File: config.mk
export PLATFORM = sky130hd
export DESIGN_NAME = plds_taylor_cell
export DESIGN_NICKNAME = d
export VERILOG_FILES = /design/src/design/plds_pkg.sv /design/src/design/plds_taylor_cell.sv
export SDC_FILE = /design/constraint.sdc
export NUM_CORES = 2
export LEC_CHECK = 0
export BUFFER_PORTS_ARGS = -buffer_cell sky130_fd_sc_hd__buf_2
export CAP_MARGIN = 15
export CELL_PAD_IN_SITES_DETAIL_PLACEMENT = 0
export CELL_PAD_IN_SITES_GLOBAL_PLACEMENT = 1
export CORE_ASPECT_RATIO = 0.6
export CORE_MARGIN = 5
export CORE_UTILIZATION = 52
export DETAILED_ROUTE_END_ITERATION = 8
export PLACE_DENSITY_LB_ADDON = 0.1
export SYNTH_ARGS = -nofsm -noshare
export SYNTH_HDL_FRONTEND = slang
export SYNTH_SLANG_ARGS = --single-unit
File: constraint.sdc
create_clock -name clk_i -period 8.9 [get_ports clk_i]
set_input_delay 0.445 -clock clk_i [delete_from_list [all_inputs] [get_ports clk_i]]
set_output_delay 0.445 -clock clk_i [all_outputs]
set_load 0.02 [all_outputs]
File: src/design/plds_pkg.sv
// Package for the power-cosine lobe direction sampler.
// Holds default widths, fixed-point formats and elaboration-time constant functions.
// No dependencies.
`default_nettype none

package plds_pkg;

  // Default widths of the stream fields.
  localparam int unsigned SAMPLE_BITS_DEF   = 16;
  localparam int unsigned OUT_BITS_DEF      = 16;
  localparam int unsigned EXPONENT_BITS_DEF = 10;

  // Log of the elevation sample: U1.30 mantissa, 24 fraction bits.
  localparam int unsigned LOG_FRAC = 24;
  localparam int unsigned MANT_W   = 31;

  // Power stage: U1.32 value, one cell per fraction bit of the quotient.
  localparam int unsigned ROOT_W    = 33;
  localparam int unsigned FACTOR_W  = 32;
  localparam int unsigned POW_STEPS = LOG_FRAC;

  // Square root of a value below 2^61, one result bit per cell.
  localparam int unsigned SQRT_STEPS = 31;
  localparam int unsigned SQRT_W     = 62;

  // Angle in U1.30, Taylor sums with seven terms after the first.
  localparam int unsigned ANG_W     = 31;
  localparam int unsigned TAY_W     = 32;
  localparam int unsigned TAY_STEPS = 7;
  localparam logic [ANG_W-1:0] HALF_PI_Q30 = 31'd1686629713;
  localparam logic [ANG_W-1:0] ONE_Q30     = 31'h4000_0000;

  // Floor square root of a 64-bit value, elaboration use only.
  function automatic logic [63:0] isqrt64(input logic [63:0] x);
    logic [63:0] rest;
    logic [63:0] root;
    logic [63:0] bitv;
    rest = x;
    root = '0;
    bitv = 64'd1 << 62;
    for (int i = 0; i < 32; i++) begin
      if (rest >= root + bitv) begin
        rest = rest - (root + bitv);
        root = (root >> 1) + bitv;
      end else begin
        root = root >> 1;
      end
      bitv = bitv >> 2;
    end
    return root;
  endfunction

  // 2^(-2^-idx) in U0.32, each factor the floor root of the one before it.
  function automatic logic [FACTOR_W-1:0] pow_factor(input int unsigned idx);
    logic [63:0] c;
    c = isqrt64(64'd1 << 63);
    for (int unsigned j = 1; j < idx; j++) begin
      c = isqrt64(c << 32);
    end
    return c[FACTOR_W-1:0];
  endfunction

  // Divisor (n+1)(n+2) of a Taylor step; first is 1 for sine and 0 for cosine.
  function automatic int unsigned taylor_div(input int unsigned first, input int unsigned step);
    int unsigned n;
    n = first + 2 * step;
    return (n + 1) * (n + 2);
  endfunction

endpackage

`default_nettype wire

File: src/design/plds_taylor_cell.sv
// One Taylor term cell: term*t^2, divide by the constant (n+1)(n+2) through a
// reciprocal with one correction, then add or subtract. Three register stages.
// Depends on plds_pkg.
`default_nettype none

module plds_taylor_cell #(
  parameter int unsigned DIVISOR  = 2,
  parameter bit          SUBTRACT = 1'b1
) (
  input  wire logic                         clk_i,
  input  wire logic                         en_i,
  input  wire logic [plds_pkg::TAY_W-1:0]   t2_i,
  input  wire logic [plds_pkg::TAY_W-1:0]   term_i,
  input  wire logic [plds_pkg::TAY_W-1:0]   sum_i,
  output logic      [plds_pkg::TAY_W-1:0]   t2_o,
  output logic      [plds_pkg::TAY_W-1:0]   term_o,
  output logic      [plds_pkg::TAY_W-1:0]   sum_o
);

  localparam int unsigned W  = plds_pkg::TAY_W;
  localparam logic [W-1:0] RECIP = W'((64'd1 << W) / DIVISOR);
  localparam logic [W-1:0] DIVV  = W'(DIVISOR);

  logic [2*W-1:0] mul_a;
  logic [W-1:0]   a_x_q, a_sum_q, a_t2_q;
  logic [2*W-1:0] mul_b;
  logic [W-1:0]   b_qp_q, b_x_q, b_sum_q, b_t2_q;
  logic [2*W-1:0] back;
  logic [W-1:0]   resid;
  logic [W-1:0]   quo;
  logic [W-1:0]   sum_d;

  // term * t^2 in U2.30; the value stays below 2^32
  assign mul_a = (2*W)'(term_i) * (2*W)'(t2_i);
  // quotient estimate, at most one short
  assign mul_b = (2*W)'(a_x_q) * (2*W)'(RECIP);
  assign back  = (2*W)'(b_qp_q) * (2*W)'(DIVV);
  assign resid = b_x_q - back[W-1:0];
  assign quo   = b_qp_q + W'(resid >= DIVV);

  always_comb begin
    if (SUBTRACT) begin
      sum_d = (b_sum_q >= quo) ? b_sum_q - quo : '0;
    end else begin
      sum_d = b_sum_q + quo;
    end
  end

  always_ff @(posedge clk_i) begin
    if (en_i) begin
      a_x_q   <= mul_a[W+29:30];
      a_sum_q <= sum_i;
      a_t2_q  <= t2_i;
      b_qp_q  <= mul_b[2*W-1:W];
      b_x_q   <= a_x_q;
      b_sum_q <= a_sum_q;
      b_t2_q  <= a_t2_q;
      term_o  <= quo;
      sum_o   <= sum_d;
      t2_o    <= b_t2_q;
    end
  end

endmodule

`default_nettype wire

After elaboration in Yosys (flattened, before gate mapping)
Cells that the tools add are included.

cells by class
  add/subtract/negate cells = 3
  $mul = 1
  $lt $le $gt $ge = 2

operator list
  cell                                                   number
  subtractor 32 bit                                      2
  multiplier 32 x 32 -> 62 bit                           1
  adder 31 x 1 -> 32 bit                                 1
  >= comparator 32 x 2 -> 1 bit (second input constant)  1
  >= comparator 32 bit                                   1

word-level totals
  register bits = 319
  bits of input ports = 98
  output and inout port bits = 96
  logic and storage cells = 16

Depth between registers and ports, before layout
  depth after elaboration = 4
  depth in mapped cells = 28

Least setup slack after synthesis
Ideal clock, no wire load.

  path type = in2reg
  start = in t2_i[9] (netlist bit)
  end = reg a_x_q[14], data pin
  library setup time = 0.260 ns
  data arrival time = 6.876 ns
  required time = 8.640 ns
  slack = 1.764 ns
  stages = 24
  buffers on the path = 1
  cell sequence = clkbuf_1 -> and2_1 -> fa_1 -> fa_1 -> inv_1 -> fa_1 -> fa_1 -> inv_1 -> fa_1 -> fa_1 -> fa_1 -> inv_1 -> fa_1 -> inv_1 -> ha_1 -> a21o_1 -> a21oi_1 -> and2b_1 -> a311o_1 -> o2bb2ai_1 -> a41oi_2 -> nand2b_2 -> a311oi_2 -> xnor2_1

on the way
  cells in the longest elaborated chain, start to end = 1

RTL lines
  what                          line                    source
  from (decl)                   plds_taylor_cell.sv:12  input wire logic [plds_pkg::TAY_W-1:0] t2_i,
  multiplier 32 x 32 -> 62 bit  plds_taylor_cell.sv:34  assign mul_a = (2*W)'(term_i) * (2*W)'(t2_i);
  named net mul_a[44]           plds_taylor_cell.sv:24  logic [2*W-1:0] mul_a;
  to (signal assigned)          plds_taylor_cell.sv:51  a_x_q <= mul_a[W+29:30];
  to (decl)                     plds_taylor_cell.sv:25  logic [W-1:0] a_x_q, a_sum_q, a_t2_q;

The timed path passes the listed nets, and every way through them passes these cells.
A chain may end at the register's enable or synchronous reset.

Final worst setup path
  start = in term_i[14] (netlist bit)
  end = reg a_x_q[31], data pin

on the way
  cells in the longest elaborated chain, start to end = 1

RTL lines
  what                          line                    source
  from (decl)                   plds_taylor_cell.sv:13  input wire logic [plds_pkg::TAY_W-1:0] term_i,
  multiplier 32 x 32 -> 62 bit  plds_taylor_cell.sv:34
  named net mul_a[61]           plds_taylor_cell.sv:24

The timed path passes the listed nets, and every way through them passes these cells.

==> impl_metrics.toml <==
[timing]
post-route-period-util = 0.888
rsz0062_at_grt = "false"
final_max_slew_viol_count = 0
fin_skew_ns = 0.0254
setup_violations = 0
period_needed_ns = 7.90
setup_tns_ns = 0
fmax_mhz = 127
hold_violations = 0
tightest_slew_ns = 1.08
slew_headroom = 0.279

[finish]
finalInstanceArea_sq_mm = 0.0457
final_common_cell = "inv_1"
syn_to_final_growth_pct = 7.55
n_fill_cell = 7268
multi_input_area_sq_mm = 0.0297
drive_gt1_frac = 0.0797
final_cells = 5301
nets = 5470
regArea_sq_mm = 0.00856
most-common-layout-cells = "inv_1, fa_1, and2_1, nand2_1, edfxtp_1"

[grt]
grt_busiest_layer = "met1"
grt_max_degree = 93
gr-usage-met1 = 0.485
grt_usage = 0.300
overflow = 0
first_global_vias = 29600
antenna_found_initial = 7
grt_util_met3 = 0.131
grt_pass1_wl_mm = 194
grt_util_met2 = 0.377

[critical_path]
crit_path_start_kind = "input pin"
cp_data_arrival_time_ns = 8.19
worstPathCellList = "buf_2, and2_1, fa_1, fa_1, inv_1, fa_1, fa_1, inv_1, fa_1, fa_1, fa_1, inv_1, fa_1, inv_1, ha_1, a21oi_1, o21ai_0, a21oi_1, o221ai_1, a21o_1, o31ai_4, o21a_2, o211ai_1, xnor2_1"
cpMaxStageDelayCell = "buf_2"
crit_type = "input pin to register"
critPathCaptureType = "register"
cp_max_fo = 32
critPathMostFrequentCell = "fa_1"
crit_path_max_incr_delay_ns = 0.77
worstPathRequired_ns = 9.19

[die]
die-width_microns = 379
coreArea_sq_mm = 0.0813
die_h_microns = 231
start_util = 0.523
ios = 194
rows = 81
die_area_sq_mm = 0.0877

[drt]
remaining_drc_errors = 0
vias = 28700
routed_wl_mm = 128
routedWlPerCell_microns = 24.1
vias_per_cell = 5.41
drt-pass1-iter-count = 7
final_antenna_net_count = 0
drtIter0Drc = 2735

[yosys]
syn_nets = 5361
ys_seq_elements = 285
ys_seq_area_frac = 0.201
synth-main-ff-cell = "edfxtp_1"
synthArstFlopShare = 0
synth_cell_types = 65
synthCells = 4092
synth_area_per_cell_sq_um = 10.4
synth_area_sq_mm = 0.0425
synth-edff-count = 285
yosys_warnings = 0

[outcome]
outcome = "completed"

[place]
placed_area_sq_mm = 0.0449
port_buffers = 192
dp_hpwl_mm = 98.9
dp_cells = 5252
gp_congestion = 0.969

[clock_network]
cts-buffers-inserted = 26
cts-root-buf = "clkbuf_16"
clk_latency_ns = 0.56
post_cts_resized = 0
post_cts_buffers = 0
htreeDepth = 1
cts_tree = "yes"
cts.sinks = 285
path_clk_slew_ns = 0.07
clockBufferDepth = 3
ctsHoldBuffers = 0

[run]
maxCapViolCount = 0

[min_path]
hold_class = "input pin to register"
[layout make-up]
| class | count | share of cell area |
|---|---|---|
| Timing Repair Buffer | 281 | 0.0391 |
| Clock inverter | 16 | 0.00298 |
| Clock buffer | 29 | 0.0149 |
| Multi-Input combinational cell | 2679 | 0.650 |
| Inverter | 928 | 0.0762 |
| Antenna cell | 4 | 0.000219 |
| Tap cell | 1079 | 0.0295 |
| Sequential cell | 285 | 0.187 |
[metrics by stage]
| step | worst slack [ns] | util | hold slack (ns) |
|---|---|---|---|
| 2_1_floorplan | 1.76 | - | 0.400 |
| 3_3_place_gp | 0.646 | 0.552 | 0.401 |
| 3_5_place_dp | 0.627 | 0.552 | 0.405 |
| 4_1_cts | 1.18 | 0.562 | 0.0262 |
| 5_1_grt | 0.773 | 0.562 | 0.0404 |
| 6_report | 0.999 | 0.562 | 0.0599 |
[final timing paths]
kind / start / depth (start not counted) / slack, ns / endpoint
setup / recovery: term_i[14] / 24 / 1.0 / a_x_q[31]$_DFFE_PP_
hold reg to reg: a_t2_q[5]$_DFFE_PP_ / 0 / 0.40 / b_t2_q[5]$_DFFE_PP_
setup reg to reg: b_sum_q[0]$_DFFE_PP_ / 12 / 5.13 / sum_o[8]$_SDFFCE_PN0P_
hold / removal: sum_i[7] / 1 / 0.06 / a_sum_q[7]$_DFFE_PP_
[state kept, by name, summed over array words and instances, names as in the netlist]
register,count
a_t2_q,32
term_o,31
a_sum_q,32
b_x_q,31
b_sum_q,32
sum_o,32
b_t2_q,32
t2_o,32
a_x_q,31
[cells in the mapped netlist (8+ instances only)]
cell type | count | share of area
inv_1 | 928 | 0.082
fa_1 | 895 | 0.42
and2_1 | 598 | 0.088
nand2_1 | 473 | 0.042
edfxtp_1 | 285 | 0.20
ha_1 | 276 | 0.081
clkbuf_1 | 194 | 0.017
a21oi_1 | 73 | 0.0086
nor2_1 | 53 | 0.0047
xnor2_1 | 40 | 0.0082
o21ai_0 | 39 | 0.0046
a21o_1 | 30 | 0.0053
nand3_1 | 22 | 0.0026
nor3_1 | 19 | 0.0022
xor2_1 | 16 | 0.0033
o21ai_1 | 12 | 0.0014
o21a_1 | 11 | 0.0019
nand4_1 | 10 | 0.0015
and3_1 | 9 | 0.0013
nor2b_1 | 9 | 0.0013
a31oi_1 | 8 | 0.0012
[kinds of logic (layout without fill, tap and decap cells)]
logic type / after synthesis / after routing / share of synthesized area
simple gates: 1220 / 1220 / 0.148
fa+ha+maj: 1171 / 1171 / 0.503
buf+inv: 1128 / 1254 / 0.0999
flops: 285 / 285 / 0.201
compound gates: 227 / 227 / 0.0353
xor+xnor: 56 / 56 / 0.0115
mux: 4 / 4 / 0.000942
other cells: 1 / 5 / 0.0000882
[worst max-delay path, delay by kind of cell]
kind            cells  cell delay [ns]
xor+xnor            1             0.14
compound gates      8             1.96
simple gates        1             0.27
buf+inv             5             1.00
fa+ha+maj           9             4.35
[routing by layer]
layer | up-vias | wire length [microns]
met3 | 116 | 19000
met4 | 0 | 1710
met5 | - | 0
met1 | 14600 | 59900
li1 | 12400 | -
met2 | 1568 | 47300
Power is left out: the tool's default activity adds up to more than one toggle a clock period on the data nets, which glitch-free logic cannot reach.
