--- src/design/plds_pkg.sv ---
// Package for the power-cosine lobe direction sampler.
// Holds default widths, fixed-point formats and elaboration-time constant functions.
// No dependencies.
`default_nettype none

package plds_pkg;

  // Default widths of the stream fields.
  localparam int unsigned SAMPLE_BITS_DEF   = 16;
  localparam int unsigned OUT_BITS_DEF      = 16;
  localparam int unsigned EXPONENT_BITS_DEF = 10;

  // Log of the elevation sample: U1.30 mantissa, 24 fraction bits.
  localparam int unsigned LOG_FRAC = 24;
  localparam int unsigned MANT_W   = 31;

  // Power stage: U1.32 value, one cell per fraction bit of the quotient.
  localparam int unsigned ROOT_W    = 33;
  localparam int unsigned FACTOR_W  = 32;
  localparam int unsigned POW_STEPS = LOG_FRAC;

  // Square root of a value below 2^61, one result bit per cell.
  localparam int unsigned SQRT_STEPS = 31;
  localparam int unsigned SQRT_W     = 62;

  // Angle in U1.30, Taylor sums with seven terms after the first.
  localparam int unsigned ANG_W     = 31;
  localparam int unsigned TAY_W     = 32;
  localparam int unsigned TAY_STEPS = 7;
  localparam logic [ANG_W-1:0] HALF_PI_Q30 = 31'd1686629713;
  localparam logic [ANG_W-1:0] ONE_Q30     = 31'h4000_0000;

  // Floor square root of a 64-bit value, elaboration use only.
  function automatic logic [63:0] isqrt64(input logic [63:0] x);
    logic [63:0] rest;
    logic [63:0] root;
    logic [63:0] bitv;
    rest = x;
    root = '0;
    bitv = 64'd1 << 62;
    for (int i = 0; i < 32; i++) begin
      if (rest >= root + bitv) begin
        rest = rest - (root + bitv);
        root = (root >> 1) + bitv;
      end else begin
        root = root >> 1;
      end
      bitv = bitv >> 2;
    end
    return root;
  endfunction

  // 2^(-2^-idx) in U0.32, each factor the floor root of the one before it.
  function automatic logic [FACTOR_W-1:0] pow_factor(input int unsigned idx);
    logic [63:0] c;
    c = isqrt64(64'd1 << 63);
    for (int unsigned j = 1; j < idx; j++) begin
      c = isqrt64(c << 32);
    end
    return c[FACTOR_W-1:0];
  endfunction

  // Divisor (n+1)(n+2) of a Taylor step; first is 1 for sine and 0 for cosine.
  function automatic int unsigned taylor_div(input int unsigned first, input int unsigned step);
    int unsigned n;
    n = first + 2 * step;
    return (n + 1) * (n + 2);
  endfunction

endpackage

`default_nettype wire

--- src/design/plds_log_cell.sv ---
// One cell of the log chain: square the U1.30 mantissa, emit one log fraction bit.
// Depends on plds_pkg.
`default_nettype none

module plds_log_cell #(
  parameter int unsigned SIDE_W = 1
) (
  input  wire logic                                clk_i,
  input  wire logic                                en_i,
  input  wire logic [plds_pkg::MANT_W-1:0]         m_i,
  input  wire logic [plds_pkg::LOG_FRAC-1:0]       frac_i,
  input  wire logic [SIDE_W-1:0]                   side_i,
  output logic      [plds_pkg::MANT_W-1:0]         m_o,
  output logic      [plds_pkg::LOG_FRAC-1:0]       frac_o,
  output logic      [SIDE_W-1:0]                   side_o
);

  logic [2*plds_pkg::MANT_W-1:0] sq;
  logic [plds_pkg::MANT_W:0]     sq_hi;
  logic [plds_pkg::MANT_W-1:0]   m_d;
  logic                          bit_d;

  assign sq    = (2*plds_pkg::MANT_W)'(m_i) * (2*plds_pkg::MANT_W)'(m_i);
  assign sq_hi = sq[2*plds_pkg::MANT_W-1:plds_pkg::MANT_W-1];
  assign bit_d = sq_hi[plds_pkg::MANT_W];
  // renormalize into [1,2) when the square reached 2
  assign m_d   = bit_d ? sq_hi[plds_pkg::MANT_W:1] : sq_hi[plds_pkg::MANT_W-1:0];

  always_ff @(posedge clk_i) begin
    if (en_i) begin
      m_o    <= m_d;
      frac_o <= {frac_i[plds_pkg::LOG_FRAC-2:0], bit_d};
      side_o <= side_i;
    end
  end

endmodule

`default_nettype wire

--- config.mk ---
export PLATFORM = sky130hd
export DESIGN_NAME = plds_log_cell
export DESIGN_NICKNAME = d
export VERILOG_FILES = /design/src/design/plds_pkg.sv /design/src/design/plds_log_cell.sv
export SDC_FILE = /design/constraint.sdc
export NUM_CORES = 2
export LEC_CHECK = 0
export CORE_ASPECT_RATIO = 0.9
export CORE_MARGIN = 1
export CORE_UTILIZATION = 55
export DETAILED_ROUTE_END_ITERATION = 10
export DONT_BUFFER_PORTS = 1
export PLACE_DENSITY = 0.74
export SYNTH_ARGS = -nofsm -noshare
export SYNTH_HDL_FRONTEND = slang
export SYNTH_SLANG_ARGS = --single-unit
--- constraint.sdc ---
create_clock -name clk_i -period 16.1 [get_ports clk_i]
set_input_delay 2.415 -clock clk_i [delete_from_list [all_inputs] [get_ports clk_i]]
set_output_delay 2.415 -clock clk_i [all_outputs]
set_load 0.1 [all_outputs]
== Yosys cells after proc, flatten, opt, wreduce, memory -nomap -nowiden ==
Index checks and enable logic that the tools add are counted.
Storage, ports and cells
  bits of input ports: 58
  bits in registers: 56
  logic and storage cells: 6
  output and inout port bits: 56
Operators by class
  multiplexer cells: 1
  $mul: 1
Operators by type and width (number)
  31-bit by 31-bit multiplier with 62-bit output: 1
  30-bit two-way mux: 1

== Logic depth before layout (Yosys ltp) ==
  word-level depth: 2
  gate-level depth with buffers: 32
  depth with buffers taken out: 26

== Worst setup path after synthesis ==
OpenSTA, ideal clock, no wires.
  path type: input-to-reg
  from: input port m_i[25] (netlist name)
  to: register m_o[22] (netlist name) (data pin)
  slack: 5.934 ns
  cell stages on the path: 30
  arrival time: 9.905 ns
  buffers on the path: 6
  required time: 15.840 ns
  setup time: 0.260 ns
  path through: clkbuf_1 > clkbuf_1 > nand2_1 > fa_1 > fa_1 > inv_1 > fa_1 > inv_1 > fa_1 > inv_1 > fa_1 > fa_1 > fa_1 > inv_1 > fa_1 > inv_1 > ha_1 > buf_2 > nand4_1 > nor4_4 > nand3_1 > a211oi_2 > nor3_1 > or4_4 > and3_1 > buf_6 > nor2_4 > buf_6 > buf_12 > mux2_4
On the way
  cells in the longest elaborated chain, start to end: 2
Ends and longest elaborated chain
  start: declaration: line plds_log_cell.sv:10  | input wire logic [plds_pkg::MANT_W-1:0] m_i,
  31-bit by 31-bit multiplier with 62-bit output: line plds_log_cell.sv:23  | assign sq = (2*plds_pkg::MANT_W)'(m_i) * (2*plds_pkg::MANT_W)'(m_i);
  named net sq (one bit): line plds_log_cell.sv:18  | logic [2*plds_pkg::MANT_W-1:0] sq;
  30-bit two-way mux: line plds_log_cell.sv:27  | assign m_d = bit_d ? sq_hi[plds_pkg::MANT_W:1] : sq_hi[plds_pkg::MANT_W-1:0];
  named net m_d (one bit): line plds_log_cell.sv:20  | logic [plds_pkg::MANT_W-1:0] m_d;
  end signal: assignment: line plds_log_cell.sv:31  | m_o <= m_d;
  end: declaration: line plds_log_cell.sv:13  | output logic [plds_pkg::MANT_W-1:0] m_o,
The timed path passes the listed nets, and every way through them passes these cells.
A chain may end at the register's enable or synchronous reset.

== Worst setup path after layout ==
  from: input port m_i[15] (netlist name)
  to: register m_o[21] (netlist name) (data pin)
On the way
  cells in the longest elaborated chain, start to end: 2
Ends and longest elaborated chain (line)
  31-bit by 31-bit multiplier with 62-bit output: plds_log_cell.sv:23
  30-bit two-way mux: plds_log_cell.sv:27
  named net m_d (one bit): plds_log_cell.sv:20
The timed path passes the listed nets, and every way through them passes these cells.

==> reports/metrics.json <==
{
  "status": {
    "run_status": "finished clean"
  },
  "yosys": {
    "ys_warn_count": 0,
    "yosys_register_bits": 56,
    "ys_types": 70,
    "synth.top_cell.area_share": 0.513,
    "synthArstFlopShare": 0,
    "number_of_flops_mapped_to_enable_cells_by_yosys": 56,
    "post_synth.cell_area_avg_um2": 9.62,
    "synth_sequential_area_ratio": 0.0577,
    "postSynthCellCount": 3028,
    "ys_top_cells_by_area": "sky130_fd_sc_hd__fa_1 (51%), sky130_fd_sc_hd__inv_1 (12%), sky130_fd_sc_hd__ha_1 (12%), sky130_fd_sc_hd__edfxtp_1 (5.8%), sky130_fd_sc_hd__and2_1 (4.1%)",
    "synthDominantAreaCellType": "sky130_fd_sc_hd__fa_1",
    "synth-main-ff-cell": "sky130_fd_sc_hd__edfxtp_1",
    "syn_area_um2": 29100,
    "synth.net_count": 4102
  },
  "min_path": {
    "hold_start": "frac_i[16]",
    "min-delay-path-class": "in2reg",
    "whs_path_depth": 0,
    "hold_end": "frac_o[17]"
  },
  "final_layout": {
    "fin_cells": 3612,
    "antennaDiodeCount": 0,
    "layout-drive-gt1-share": 0.0161,
    "final_nets": 3997,
    "finalCoreUtilization": 0.571,
    "layout.filler_cells": 4496,
    "layout-area-overhead-vs-synth_pct": 1.83
  },
  "setup_path": {
    "worst_setup_path_start_kind": "input pin",
    "timing.critical_path.fanout_max": 29,
    "critical_path_start_end_classification": "in2reg",
    "data_required_time_of_the_critical_path_ps": 16140,
    "crit_arrival_ps": 11000,
    "timing.critical_path.to_type": "register"
  },
  "floorplan": {
    "fp.dieArea_um2": 53900,
    "core-area_um2": 52000,
    "rows": 79,
    "design.portCount": 114,
    "floorplan.die.height_um": 220,
    "floorplan.initialDensity": 0.560,
    "die_span_x_um": 245
  },
  "sta": {
    "setup-tns-final_ps": 0,
    "hold_viol_final": 0,
    "timing_max_transition_violations_final": 0,
    "finalCriticalPeriod_ps": 10950,
    "worst-slew-pin-transition_ps": 1070,
    "hold-worst-slack_ps": 2210,
    "timing.slew.headroom": 0.281,
    "min_period_over_period": 0.680,
    "setup_viol_count_final": 0,
    "rsz0062_at_grt": "false",
    "achievable-frequency_ghz": 0.0913
  },
  "clocking": {
    "post_cts_hold_buffer_count": 0,
    "worst_setup_hold_path_clk_slew_ps": 70,
    "clk_root_buffer_cell": "sky130_fd_sc_hd__clkbuf_16",
    "post_cts.repair.setup_buffers": 0,
    "ctsHtreeMaxLevel": 2,
    "cts_tree": "built",
    "cts.sinks": 56,
    "tritoncts.num_buffers": 5,
    "cts-resized-gates": 0,
    "cts_max_path_buffers": 2
  },
  "global_route": {
    "grt-ovfl-total": 0,
    "grt_usage": 0.281,
    "grt_first_pass_wirelength_um": 118000,
    "grt_start_max_net_pins": 57,
    "grt_pass1_vias": 22635,
    "antenna_found_initial": 1
  },
  "route": {
    "antenna_violating_nets_post_route": 0,
    "drt_iter0_drc": 1139,
    "remaining_drc_errors": 0,
    "routed_via_density": 5.40,
    "route.detailed.wl_per_inst_um": 19.4,
    "postRouteWirelength_um": 69900,
    "vias": 19522,
    "detailedRoute.firstPassIterationCount": 5
  },
  "place": {
    "place.gp.congestion": 0.959,
    "placedCellCount": 3604,
    "port_buffers": 0,
    "post_detailed_placement_half_perimeter_wirelength_um": 56700
  },
  "job": {
    "cap_violations": 0
  }
}
[synth_stat cells (9+ instances only)]
cell / count
sky130_fd_sc_hd__nand4_1: 16
sky130_fd_sc_hd__mux2_2: 20
sky130_fd_sc_hd__o21ai_0: 38
sky130_fd_sc_hd__edfxtp_1: 56
sky130_fd_sc_hd__a21oi_1: 62
sky130_fd_sc_hd__nor3_1: 15
sky130_fd_sc_hd__inv_1: 919
sky130_fd_sc_hd__nor2_1: 60
sky130_fd_sc_hd__a21o_1: 28
sky130_fd_sc_hd__a211oi_1: 9
sky130_fd_sc_hd__xor2_1: 21
sky130_fd_sc_hd__nand3_1: 19
sky130_fd_sc_hd__xnor2_1: 32
sky130_fd_sc_hd__fa_1: 747
sky130_fd_sc_hd__and2_1: 190
sky130_fd_sc_hd__nand2_1: 301
sky130_fd_sc_hd__ha_1: 269
sky130_fd_sc_hd__clkbuf_1: 95
sky130_fd_sc_hd__mux2i_1: 9
[routing by layer]
layer	wire length, µm	share of wire	global-route usage	vias up
met5	0	0	0	-
met4	2220	0.032	0.0777	0
met3	4760	0.068	0.0397	138
met2	34800	0.50	0.488	660
met1	28200	0.40	0.370	10086
li1	-	-	-	8638
[layout make-up]
type,instances,area [µm²],share of cell area
multi-input cells,1940,23500,0.793
inverters,920,3450,0.116
flip-flops and latches,56,1680,0.0567
well taps,688,861,0.0290
clock buffers,5,125,0.00422
clock inverters,3,25.0,0.000843
[through the flow]
step | area, µm² | setup WS (ps)
2_1_floorplan | 29100 | 5930
3_3_place_gp | 29500 | 5100
3_5_place_dp | 29500 | 4950
4_1_cts | 29700 | 5220
5_1_grt | 29700 | 4900
6_report | 29700 | 5150
[placed cells by master, fill, tap and decap left out, drive strengths merged, types with 9 or more instances in the layout]
cell      n
ha      269
inv     921
xnor2    32
nor3     15
mux2     21
fa      747
a21o     28
mux2i     9
a211oi   10
and2    190
o21ai    38
nor2     61
nand4    16
edfxtp   56
nand2   302
xor2     21
nand3    20
a21oi    63
[worst max-delay path, cell delays in order]
cell                       delay, ps
sky130_fd_sc_hd__clkinv_1        340
sky130_fd_sc_hd__nor2_1          470
sky130_fd_sc_hd__fa_1            520
sky130_fd_sc_hd__fa_1            540
sky130_fd_sc_hd__inv_1            50
sky130_fd_sc_hd__fa_1            460
sky130_fd_sc_hd__fa_1            550
sky130_fd_sc_hd__inv_1            70
sky130_fd_sc_hd__fa_1            560
sky130_fd_sc_hd__fa_1            430
sky130_fd_sc_hd__fa_1            530
sky130_fd_sc_hd__fa_1            430
sky130_fd_sc_hd__ha_1            410
sky130_fd_sc_hd__nand2_1         110
sky130_fd_sc_hd__nor4_1          430
sky130_fd_sc_hd__nand3_1         200
sky130_fd_sc_hd__a211oi_2        200
sky130_fd_sc_hd__nor3_1          200
sky130_fd_sc_hd__or4_4           580
sky130_fd_sc_hd__and3_1          340
sky130_fd_sc_hd__nor2_4          700
sky130_fd_sc_hd__mux2_2          420
[kinds of logic (layout without fill, tap and decap cells)]
family / count (synthesis) / count (layout) / synth area share
simple gates: 642 / 642 / 0.107
fa+ha+maj: 1016 / 1016 / 0.629
flops: 56 / 56 / 0.0577
buf+inv: 1032 / 928 / 0.135
compound gates: 199 / 199 / 0.0446
mux: 30 / 30 / 0.0113
xor+xnor: 53 / 53 / 0.0159
[registers in the layout (all words and copies together) (netlist names)]
register	count
m_o	31
side_o	1
frac_o	24
[worst max-delay path by stage]
stage,end,depth (start not counted),start
3_3_place_gp,m_o[18],22,m_i[15]
4_1_cts,m_o[21],22,m_i[15]
3_5_place_dp,m_o[21],22,m_i[15]
6_report,m_o[21],22,m_i[15]
2_1_floorplan,m_o[22],30,m_i[25]
5_1_grt,m_o[21],22,m_i[15]
Power is left out: the tool's default activity adds up to more than one toggle a clock period on the data nets, which glitch-free logic cannot reach.
