==> src/design/plds_pkg.sv <==
// Package for the power-cosine lobe direction sampler.
// Holds default widths, fixed-point formats and elaboration-time constant functions.
// No dependencies.
`default_nettype none

package plds_pkg;

  // Default widths of the stream fields.
  localparam int unsigned SAMPLE_BITS_DEF   = 16;
  localparam int unsigned OUT_BITS_DEF      = 16;
  localparam int unsigned EXPONENT_BITS_DEF = 10;

  // Log of the elevation sample: U1.30 mantissa, 24 fraction bits.
  localparam int unsigned LOG_FRAC = 24;
  localparam int unsigned MANT_W   = 31;

  // Power stage: U1.32 value, one cell per fraction bit of the quotient.
  localparam int unsigned ROOT_W    = 33;
  localparam int unsigned FACTOR_W  = 32;
  localparam int unsigned POW_STEPS = LOG_FRAC;

  // Square root of a value below 2^61, one result bit per cell.
  localparam int unsigned SQRT_STEPS = 31;
  localparam int unsigned SQRT_W     = 62;

  // Angle in U1.30, Taylor sums with seven terms after the first.
  localparam int unsigned ANG_W     = 31;
  localparam int unsigned TAY_W     = 32;
  localparam int unsigned TAY_STEPS = 7;
  localparam logic [ANG_W-1:0] HALF_PI_Q30 = 31'd1686629713;
  localparam logic [ANG_W-1:0] ONE_Q30     = 31'h4000_0000;

  // Floor square root of a 64-bit value, elaboration use only.
  function automatic logic [63:0] isqrt64(input logic [63:0] x);
    logic [63:0] rest;
    logic [63:0] root;
    logic [63:0] bitv;
    rest = x;
    root = '0;
    bitv = 64'd1 << 62;
    for (int i = 0; i < 32; i++) begin
      if (rest >= root + bitv) begin
        rest = rest - (root + bitv);
        root = (root >> 1) + bitv;
      end else begin
        root = root >> 1;
      end
      bitv = bitv >> 2;
    end
    return root;
  endfunction

  // 2^(-2^-idx) in U0.32, each factor the floor root of the one before it.
  function automatic logic [FACTOR_W-1:0] pow_factor(input int unsigned idx);
    logic [63:0] c;
    c = isqrt64(64'd1 << 63);
    for (int unsigned j = 1; j < idx; j++) begin
      c = isqrt64(c << 32);
    end
    return c[FACTOR_W-1:0];
  endfunction

  // Divisor (n+1)(n+2) of a Taylor step; first is 1 for sine and 0 for cosine.
  function automatic int unsigned taylor_div(input int unsigned first, input int unsigned step);
    int unsigned n;
    n = first + 2 * step;
    return (n + 1) * (n + 2);
  endfunction

endpackage

`default_nettype wire

==> src/design/plds_pow_cell.sv <==
// One cell of the power chain: multiply by 2^(-2^-IDX) when that quotient bit is set.
// Depends on plds_pkg for the factor table.
`default_nettype none

module plds_pow_cell #(
  parameter int unsigned IDX    = 1,
  parameter int unsigned SIDE_W = 1
) (
  input  wire logic                            clk_i,
  input  wire logic                            en_i,
  input  wire logic [plds_pkg::ROOT_W-1:0]     r_i,
  input  wire logic [plds_pkg::LOG_FRAC-1:0]   f_i,
  input  wire logic [SIDE_W-1:0]               side_i,
  output logic      [plds_pkg::ROOT_W-1:0]     r_o,
  output logic      [plds_pkg::LOG_FRAC-1:0]   f_o,
  output logic      [SIDE_W-1:0]               side_o
);

  localparam int unsigned PW = plds_pkg::ROOT_W + plds_pkg::FACTOR_W;
  localparam logic [plds_pkg::FACTOR_W-1:0] FACTOR = plds_pkg::pow_factor(IDX);

  logic [PW-1:0] prod;

  assign prod = PW'(r_i) * PW'(FACTOR);

  always_ff @(posedge clk_i) begin
    if (en_i) begin
      r_o    <= f_i[plds_pkg::LOG_FRAC-IDX] ? prod[PW-1:plds_pkg::FACTOR_W] : r_i;
      f_o    <= f_i;
      side_o <= side_i;
    end
  end

endmodule

`default_nettype wire

==> config.mk <==
export PLATFORM = sky130hd
export DESIGN_NAME = plds_pow_cell
export DESIGN_NICKNAME = d
export VERILOG_FILES = /design/src/design/plds_pkg.sv /design/src/design/plds_pow_cell.sv
export SDC_FILE = /design/constraint.sdc
export NUM_CORES = 1
export LEC_CHECK = 0
export BUFFER_PORTS_ARGS = -buffer_cell sky130_fd_sc_hd__buf_4
export CORE_ASPECT_RATIO = 1.2
export CORE_UTILIZATION = 30
export CTS_CLUSTER_DIAMETER = 30
export CTS_CLUSTER_SIZE = 12
export DETAILED_ROUTE_END_ITERATION = 16
export GPL_ROUTABILITY_DRIVEN = 0
export GPL_TIMING_DRIVEN = 1
export PLACE_DENSITY = 0.54
export SYNTH_ARGS = -nofsm -noshare
export SYNTH_HDL_FRONTEND = slang
export SYNTH_SLANG_ARGS = --single-unit
==> constraint.sdc <==
create_clock -name clk_i -period 8.5 [get_ports clk_i]
set_input_delay 0.425 -clock clk_i [delete_from_list [all_inputs] [get_ports clk_i]]
set_output_delay 0.425 -clock clk_i [all_outputs]
set_load 0.005 [all_outputs]
; After elaboration in Yosys (flattened, before gate mapping)
; Cells that the tools add are included.
[totals]
ff_bits = 58
input_bits = 60
out_inout_bits = 58
wordCells = 5
[classes]
mul = 1
mux = 1
[ops]
columns = operator, count
row1 = "33-bit by 32-bit multiplier with 65-bit output, second input constant", 1
row2 = 33-bit 2-to-1 mux, 1

; Depth between registers and ports, before layout
; Gate-level depths: netlist of the first run.
[depth]
word_depth = 2
mapped_depth = 25
depth_no_buf = 25

; Least setup slack after synthesis of the first run
; No wires, ideal clock.
[synth_path]
path_kind = input-to-reg
from = input r_i[22] (netlist name)
to = register r_o[21] (netlist name) (data pin)
setup_ns = 0.260
arrival_ns = 6.665
t_required_ns = 8.240
slack_ns = 1.575
path_stages = 25
path_buffers = 1
path_cell_list = ha_1 -> fa_1 -> inv_1 -> fa_1 -> inv_1 -> fa_1 -> inv_1 -> fa_1 -> inv_1 -> fa_1 -> fa_1 -> inv_1 -> fa_1 -> inv_1 -> ha_1 -> clkbuf_2 -> nand4_1 -> or2_2 -> o221ai_1 -> a31oi_1 -> a21o_1 -> a211oi_1 -> a31oi_1 -> xnor2_1 -> mux2_2
[synth_via]
elab_chain_len = 2
[synth_lines]
columns = item, line_no
row1 = start: declaration, plds_pow_cell.sv:11  ; input wire logic [plds_pkg::ROOT_W-1:0] r_i,
row2 = 33-bit by 32-bit multiplier with 65-bit output, plds_pow_cell.sv:24  ; assign prod = PW'(r_i) * PW'(FACTOR);
row3 = 33-bit 2-to-1 mux, plds_pow_cell.sv:28  ; r_o <= f_i[plds_pkg::LOG_FRAC-IDX] ? prod[PW-1:plds_pkg::FACTOR_W] : r_i;
row4 = end signal: assignment, plds_pow_cell.sv:28
row5 = end: declaration, plds_pow_cell.sv:14  ; output logic [plds_pkg::ROOT_W-1:0] r_o,
; No other way between the ends.
; A chain may end at the register's enable or synchronous reset.

; Worst setup path in the final report of the first run
[layout_path]
from = input r_i[18] (netlist name)
to = register r_o[29] (netlist name) (data pin)
; Same word-level chain as after synthesis.

==> out/results.tsv, run 1 <==
metric	value	unit
global-route wire length before repair	89900	µm
Bufs on Longest Clock Path	2	
die area	67500	µm²
die height	284	µm
diodes inserted	0	
syn_area_per_cell	10.6	µm²
final-report max-slew violation count	0	
Slew HR	45.5	%
TritonRoute pass-1 iters	5	
number of enable flip-flop cells after synthesis	58	
Tcrit/Tclk final	88.1	%
Hold Path Class	primary input to flip-flop	
Distinct cells, synth	64	
Setup crit start kind	primary input	
dpl hpwl	49500	µm
# hold bufs at CTS	0	
global route total overflow	0	
post_cts resized	0	
FP Rows	103	
Die Wd	237	µm
Critical Path Sink Type	flip-flop	
Tmin final	7.49	ns
largest net degree at the start of global routing	59	
number of CTS-inserted buffers	9	
IO buf count	117	
status	finished, final reports clean	
Clock Tree Root	clkbuf_16	
Setup TNS	0	ns
Top-Level Pins	118	
MaxCap Viol Count	0	
synth warn	0	
CTS tree	built	
Async SR Flop Fraction	0	%
hold_sp	f_i[9]	
Via density	4.79	
number of global-route vias before repair	15400	
drt drc	0	
Arr. time, crit path	7.57	ns
Seq cells post-synth	58	
Synth Cell Area	19900	µm²
Worst EP required	8.58	ns
Sink Count	58	
actual slew at the worst max-slew pin	0.818	ns
crit path max fanout	11	
dominant synthesized flop cell	edfxtp_1	
H-tree levels	3	
GR Util All Layers	17.7	%
unrepaired setup endpoints after global routing	false	
sequential element share of the synthesized area	8.73	%
fmax	133	MHz
core area	65700	µm²
Final setup violation count	0	
Starting Density	30.4	%
post-DR wirelength/cell	20.3	µm
Antenna Nets Post-Route	0	
fraction of layout cells with a size suffix above 1	8.39	%
vias	13600	
Mapped Cells	1882	
Post-CTS Setup Inserts	0	
fin nets	2883	
Post-Syn Nets	2767	
critical path type	primary input to flip-flop	
drt initial violations	694	
antenna violations before repair	1	
Critical Path Start	r_i[18]	
synth-to-layout area growth	11.1	%
Reg clk slew, reported paths	0.06	ns
final hold violation count	0	
final wirelength	57700	µm
## per-stage QoR
step	worst slack [ns]	utilization [%]	std cells	hold WS, ns	cell area [µm²]
2_1_floorplan	1.58	-	1882	0.524	19900
3_3_place_gp	0.612	33.2	2827	0.603	21900
3_5_place_dp	0.637	33.2	2827	0.605	21900
4_1_cts	0.976	33.7	2843	0.245	22200
5_1_grt	0.617	33.7	2843	0.247	22200
6_report	1.01	33.7	2843	0.265	22200
## final timing paths
path | end | slack (ns) | depth (start not counted)
worst min-delay path | f_o[9]$_DFFE_PP_ | 0.26 | 1
worst max-delay path | r_o[29]$_DFFE_PP_ | 1.01 | 23
## critical path, cell delays in order
cell and delay [ns]:
buf_4 0.28, ha_1 0.40, fa_1 0.57, inv_1 0.07
fa_1 0.46, fa_1 0.55, inv_1 0.05, fa_1 0.57
fa_1 0.43, fa_1 0.49, inv_1 0.05, fa_1 0.50
inv_1 0.05, ha_1 0.38, nand4_1 0.26, or2_2 0.35
o221ai_1 0.16, a31oi_1 0.15, a21o_1 0.28, a211oi_1 0.48
a21oi_1 0.17, xnor2_1 0.16, mux2_2 0.26
## cells by family after synthesis
family	count (synthesis)	share of synthesized area [%]
adder cells (fa/ha/maj)	825	66.0
buffers and inverters	550	10.4
AO/OA/AOI/OAI	225	7.46
AND/OR/NAND/NOR	140	3.47
XOR/XNOR	65	2.85
flip-flops	58	8.73
multiplexers	19	1.07
## synthesized netlist by cell type, types with 5 or more instances
master	count	area [µm²]
and3_1	5	31.3
o21ai_0	34	170
o211ai_1	6	45.0
a21o_1	51	383
nor2_1	27	101
nand4_1	14	87.6
nand3_1	12	60.1
fa_1	380	7610
xor2_1	44	385
o21bai_1	10	75.1
inv_1	532	2000
a31oi_1	9	56.3
clkbuf_1	14	52.6
ha_1	445	5570
nand2_1	47	176
and2_1	13	81.3
xnor2_1	21	184
a21oi_1	69	345
mux2_2	18	203
edfxtp_1	58	1740
## layout by cell type (no fill, tap or decap), drive strengths merged, types with 18 or more instances in the layout
cell,n
edfxtp,58
a21o,51
inv,532
a21oi,71
o21ai,38
mux2,18
nand2,47
ha,445
buf,123
xor2,44
xnor2,21
fa,380
nor2,27
## final cells by class
| type | instances | area, µm² |
|---|---|---|
| clock buffers | 10 | 229 |
| clock inverters | 6 | 81.3 |
| fillers | 6752 | 43600 |
| inverters | 532 | 2000 |
| multi-input cells | 1274 | 16100 |
| flip-flops and latches | 58 | 1740 |
| well taps | 840 | 1050 |
| repair buffers | 123 | 923 |
## flip-flops by register name (all words and copies together) (netlist names)
signal and cells:
side_o 1, f_o 24, r_o 33
## per-layer routing
layer | vias up | global-route usage (%) | share of wire, % | wire length [µm]
li1 | 6233 | - | - | -
met1 | 6986 | 21.9 | 41 | 23600
met2 | 312 | 32.1 | 52 | 30100
met3 | 95 | 2.15 | 4.3 | 2480
met4 | 2 | 4.63 | 2.7 | 1560
met5 | - | 0 | 0.017 | 10
Power of run 1 is left out: the tool's default activity adds up to more than one toggle a clock period on the data nets, which glitch-free logic cannot reach.
==> run 2, diff against run 1 <==
CORE_UTILIZATION = 35   (was 30)
PLACE_DENSITY = 0.6   (was 0.54)
==> run 2 against run 1 <==
  * The run now ends with DRC left
  * Fmax is 1.2% lower
  * Worst hold slack better by 0.0037 ns
  * Worst setup slack worse by 0.093 ns
  * Global-route usage is 2.2 points higher
  * Routed wire length is 4.0% lower
  * Sequential share of layout area is 0.059 points higher
  * Via count is 0.20% lower
  * Sequential cell count stayed put
  * First-iteration DRC count is 12% higher
  * Final cell count is 4.1% lower
  * Utilization is 5.5 points higher
  * Non-clock buffer count is 3 lower
  * Largest cell class unchanged
==> out/results.tsv, run 2 (synthesized netlist as in run 1, its figures left out) <==
metric	value	unit	change
number of global-route vias before repair	15200		-1.3%
filler instances	5554		-18%
register area	1740	µm²	unchanged
Cells after DPL	2711		-4.1%
vias	13600		-0.20%
Top-Level Pins	118		unchanged
die area	58000	µm²	-14%
Sink Count	58		unchanged
final wirelength	55400	µm	-4.0%
Arr. time, crit path	7.66	ns	+0.09 ns
drt drc	6		+6
Antenna Nets Post-Route	0		unchanged
post_cts resized	0		unchanged
Post-CTS Setup Inserts	0		unchanged
IO buf count	117		unchanged
Reg clk slew, reported paths	0.06	ns	about the same
fraction of layout cells with a size suffix above 1	8.30	%	-0.087 points
# hold bufs at CTS	0		unchanged
number of CTS-inserted buffers	9		unchanged
GR Util All Layers	19.9	%	+2.2 points
CTS tree	built		
leading registers by flop count	r_o (33), f_o (24), side_o (1)		
Clock Tree Root	clkbuf_16		
status	complete, but fails checks		
synth-to-layout area growth	10.3	%	
failing checks	DRC		
most common cell after layout, fill and taps aside	inv_1		
Hold Path Class	primary input to flip-flop		
antenna violations before repair	1		unchanged
final std cells w/o fill	2727		-4.1%
critical path type	primary input to flip-flop		
die height	264	µm	-7.4%
Via density	4.99		+4.0%
Setup crit start kind	primary input		
final hold violation count	0		unchanged
most frequent cells in the layout	inv_1, ha_1, fa_1, buf_4, a21oi_1		
drt initial violations	778		+12%
TritonRoute pass-1 iters	11		+6
FP Rows	95		-7.8%
Die Wd	220	µm	-7.4%
core area	56100	µm²	-15%
diodes inserted	0		unchanged
Final Core Density	39.2	%	+5.5 points
fin nets	2880		-0.10%
Worst EP required	8.58	ns	about the same
Critical Path Sink Type	flip-flop		
Slew HR	45.8	%	+0.36 points
global-route wire length before repair	86300	µm	-4.0%
crit path max fanout	11		unchanged
Setup TNS	0	ns	unchanged
hold_sp	f_i[3]		
Top reg by flops	r_o		
global route total overflow	0		unchanged
actual slew at the worst max-slew pin	0.812	ns	-0.00544 ns
max reg flops	33		unchanged
final-report max-slew violation count	0		unchanged
largest net degree at the start of global routing	59		unchanged
Final setup violation count	0		unchanged
Starting Density	35.6	%	+5.2 points
unrepaired setup endpoints after global routing	false		
Tmin final	7.58	ns	+0.0928 ns
multi-input combinational cell area	16100	µm²	unchanged
Critical Path Start	r_i[19]		
Bufs on Longest Clock Path	2		unchanged
Tcrit/Tclk final	89.2	%	+1.1 points
MaxCap Viol Count	0		unchanged
fmax	132	MHz	-1.2%
dpl hpwl	47800	µm	-3.5%
H-tree levels	3		unchanged
post-DR wirelength/cell	20.3	µm	+0.11%
-- run 2: cell count changes in the layout (fill, tap and decap cells not counted), sizes merged --
cell	before	now
buf	123	120
clkinvlp	0	1
clkinv	4	3
-- run 2: layout make-up --
class | instances | area share, %
clock buffers | 10 | 1.04
clock inverters | 6 | 0.370
inverters | 532 | 9.08
multi-input cells | 1274 | 73.4
flip-flops and latches | 58 | 7.92
well taps | 727 | 4.14
repair buffers | 120 | 4.10
-- run 2: layer usage --
metal	wire [µm]	global-route usage [%]	part of all wire [%]	up-vias
met5	12	0	0.022	-
met3	2940	2.90	5.3	93
li1	-	-	-	6227
met4	1660	5.82	3.0	2
met1	22100	24.5	40	6926
met2	28700	35.6	52	353
-- run 2: final timing paths --
check	to	slack, ns	cells past startpoint
worst max-delay path	r_o[29]$_DFFE_PP_	0.92	23
worst min-delay path	f_o[3]$_DFFE_PP_	0.27	1
-- run 2: stage by stage --
step	cell area (µm²)	worst slack, ns	hold slack, ns
final	22000	0.916	0.269
after global routing	22000	0.641	0.251
after CTS	22000	1.01	0.258
after detailed placement	21700	0.667	0.604
after global placement	21700	0.754	0.603
after floorplan	19900	1.58	0.524
-- run 2: worst max-delay path: stages --
cell,delay [ns]
buf_4,0.31
ha_1,0.40
fa_1,0.55
inv_1,0.07
fa_1,0.51
fa_1,0.51
inv_1,0.05
fa_1,0.57
fa_1,0.46
fa_1,0.50
inv_1,0.05
fa_1,0.52
inv_1,0.05
ha_1,0.37
nand4_1,0.27
or2_2,0.35
o221ai_1,0.15
a31oi_1,0.14
a21o_1,0.27
a211oi_1,0.51
a21oi_1,0.17
xnor2_1,0.16
mux2_2,0.26
Power of run 2 is left out for the same reason.
==> run 3, diff against run 2 <==
CORE_MARGIN = 4   (was not set)
==> run 3 against run 2 <==
  * The run now ends clean
  * Non-clock buffer count up 1
  * Cell area about the same
  * Utilization down 0.12 points
==> out/results.tsv, run 3 (synthesized netlist as in run 1, its figures left out) <==
metric	value	unit	change
max reg flops	33		unchanged
Tcrit/Tclk final	87.8	%	-1.4 points
Final setup violation count	0		unchanged
global route total overflow	0		unchanged
register area	1740	µm²	unchanged
Arr. time, crit path	7.55	ns	-0.11 ns
CTS tree	built		
Critical Path Sink Type	flip-flop		
core area	56200	µm²	+0.21%
die height	270	µm	+2.3%
FP Rows	95		unchanged
final hold violation count	0		unchanged
Clock Tree Root	clkbuf_16		
dpl hpwl	48300	µm	+1.1%
most common cell after layout, fill and taps aside	inv_1		
IO buf count	117		unchanged
final-report max-slew violation count	0		unchanged
final wirelength	56100	µm	+1.2%
crit path max fanout	12		+1
fin nets	2881		+0.035%
fmax	134	MHz	+1.6%
die area	60900	µm²	+5.1%
post_cts resized	0		unchanged
Reg clk slew, reported paths	0.05	ns	about the same
number of global-route vias before repair	15500		+2.0%
leading registers by flop count	r_o (33), f_o (24), side_o (1)		
Top reg by flops	r_o		
filler instances	5525		-0.52%
actual slew at the worst max-slew pin	0.827	ns	+0.0143 ns
# hold bufs at CTS	0		unchanged
most frequent cells in the layout	inv_1, ha_1, fa_1, buf_4, a21oi_1		
fraction of layout cells with a size suffix above 1	8.40	%	+0.10 points
number of CTS-inserted buffers	9		unchanged
post-DR wirelength/cell	20.6	µm	+1.2%
MaxCap Viol Count	0		unchanged
vias	13700		+0.49%
Hold Path Class	primary input to flip-flop		
Bufs on Longest Clock Path	2		unchanged
hold path depth	1		unchanged
Antenna Nets Post-Route	0		unchanged
Post-CTS Setup Inserts	0		unchanged
unrepaired setup endpoints after global routing	false		
Starting Density	35.5	%	-0.075 points
Worst EP required	8.58	ns	about the same
Setup TNS	0	ns	unchanged
drt initial violations	831		+6.8%
Die Wd	226	µm	+2.7%
Via density	5.01		+0.49%
Tmin final	7.47	ns	-0.117 ns
GR Util All Layers	18.8	%	-1.1 points
global-route wire length before repair	88300	µm	+2.3%
Top-Level Pins	118		unchanged
critical path type	primary input to flip-flop		
status	finished, final reports clean		
Setup crit start kind	primary input		
synth-to-layout area growth	10.2	%	about the same
Sink Count	58		unchanged
drt drc	0		-6
H-tree levels	3		unchanged
Slew HR	44.9	%	-0.95 points
largest net degree at the start of global routing	59		unchanged
antenna violations before repair	0		-1
multi-input combinational cell area	16100	µm²	unchanged
diodes inserted	0		unchanged
TritonRoute pass-1 iters	5		-6
run 3: layer usage:
metal	up-vias	global-route usage, %	routed length (µm)
met5	-	0	0
met4	0	4.69	1570
met3	83	1.91	2280
met2	358	34.0	29300
met1	6998	23.9	22900
li1	6228	-	-
run 3: worst paths after layout:
check               start           endpoint  slack (ns)
setup / recovery  r_i[17]  r_o[30]$_DFFE_PP_        1.03
hold / removal     f_i[5]   f_o[5]$_DFFE_PP_        0.26
run 3: area by class of cell:
type	instances	area share (%)
Clock buffer	9	1.02
Clock inverter	6	0.268
Inverter	532	9.09
Multi-Input combinational cell	1274	73.4
Sequential cell	58	7.92
Tap cell	727	4.14
Timing Repair Buffer	121	4.13
run 3: worst max-delay path, cell delays in order:
cell and delay, ns:
buf_4 0.29, ha_1 0.39, fa_1 0.56, inv_1 0.07, fa_1 0.45, fa_1 0.54, inv_1 0.05, fa_1 0.56
fa_1 0.44, fa_1 0.49, inv_1 0.05, fa_1 0.52, inv_1 0.06, ha_1 0.40, nand4_1 0.15, nor4_1 0.49
nor4b_2 0.33, a21oi_2 0.15, o221ai_2 0.34, a21oi_4 0.13, o21ai_0 0.29, xor2_1 0.10, mux2_2 0.27
run 3: stage by stage:
stage | instances | area (µm²) | hold slack [ns] | utilization, % | worst slack [ns]
6_report | 2727 | 22000 | 0.265 | 39.1 | 1.03
5_1_grt | 2727 | 22000 | 0.244 | 39.1 | 0.741
4_1_cts | 2727 | 22000 | 0.246 | 39.1 | 0.988
3_5_place_dp | 2712 | 21700 | 0.604 | 38.6 | 0.674
3_3_place_gp | 2712 | 21700 | 0.604 | 38.6 | 0.722
2_1_floorplan | 1882 | 19900 | 0.524 | - | 1.58
Power of run 3 is left out for the same reason.
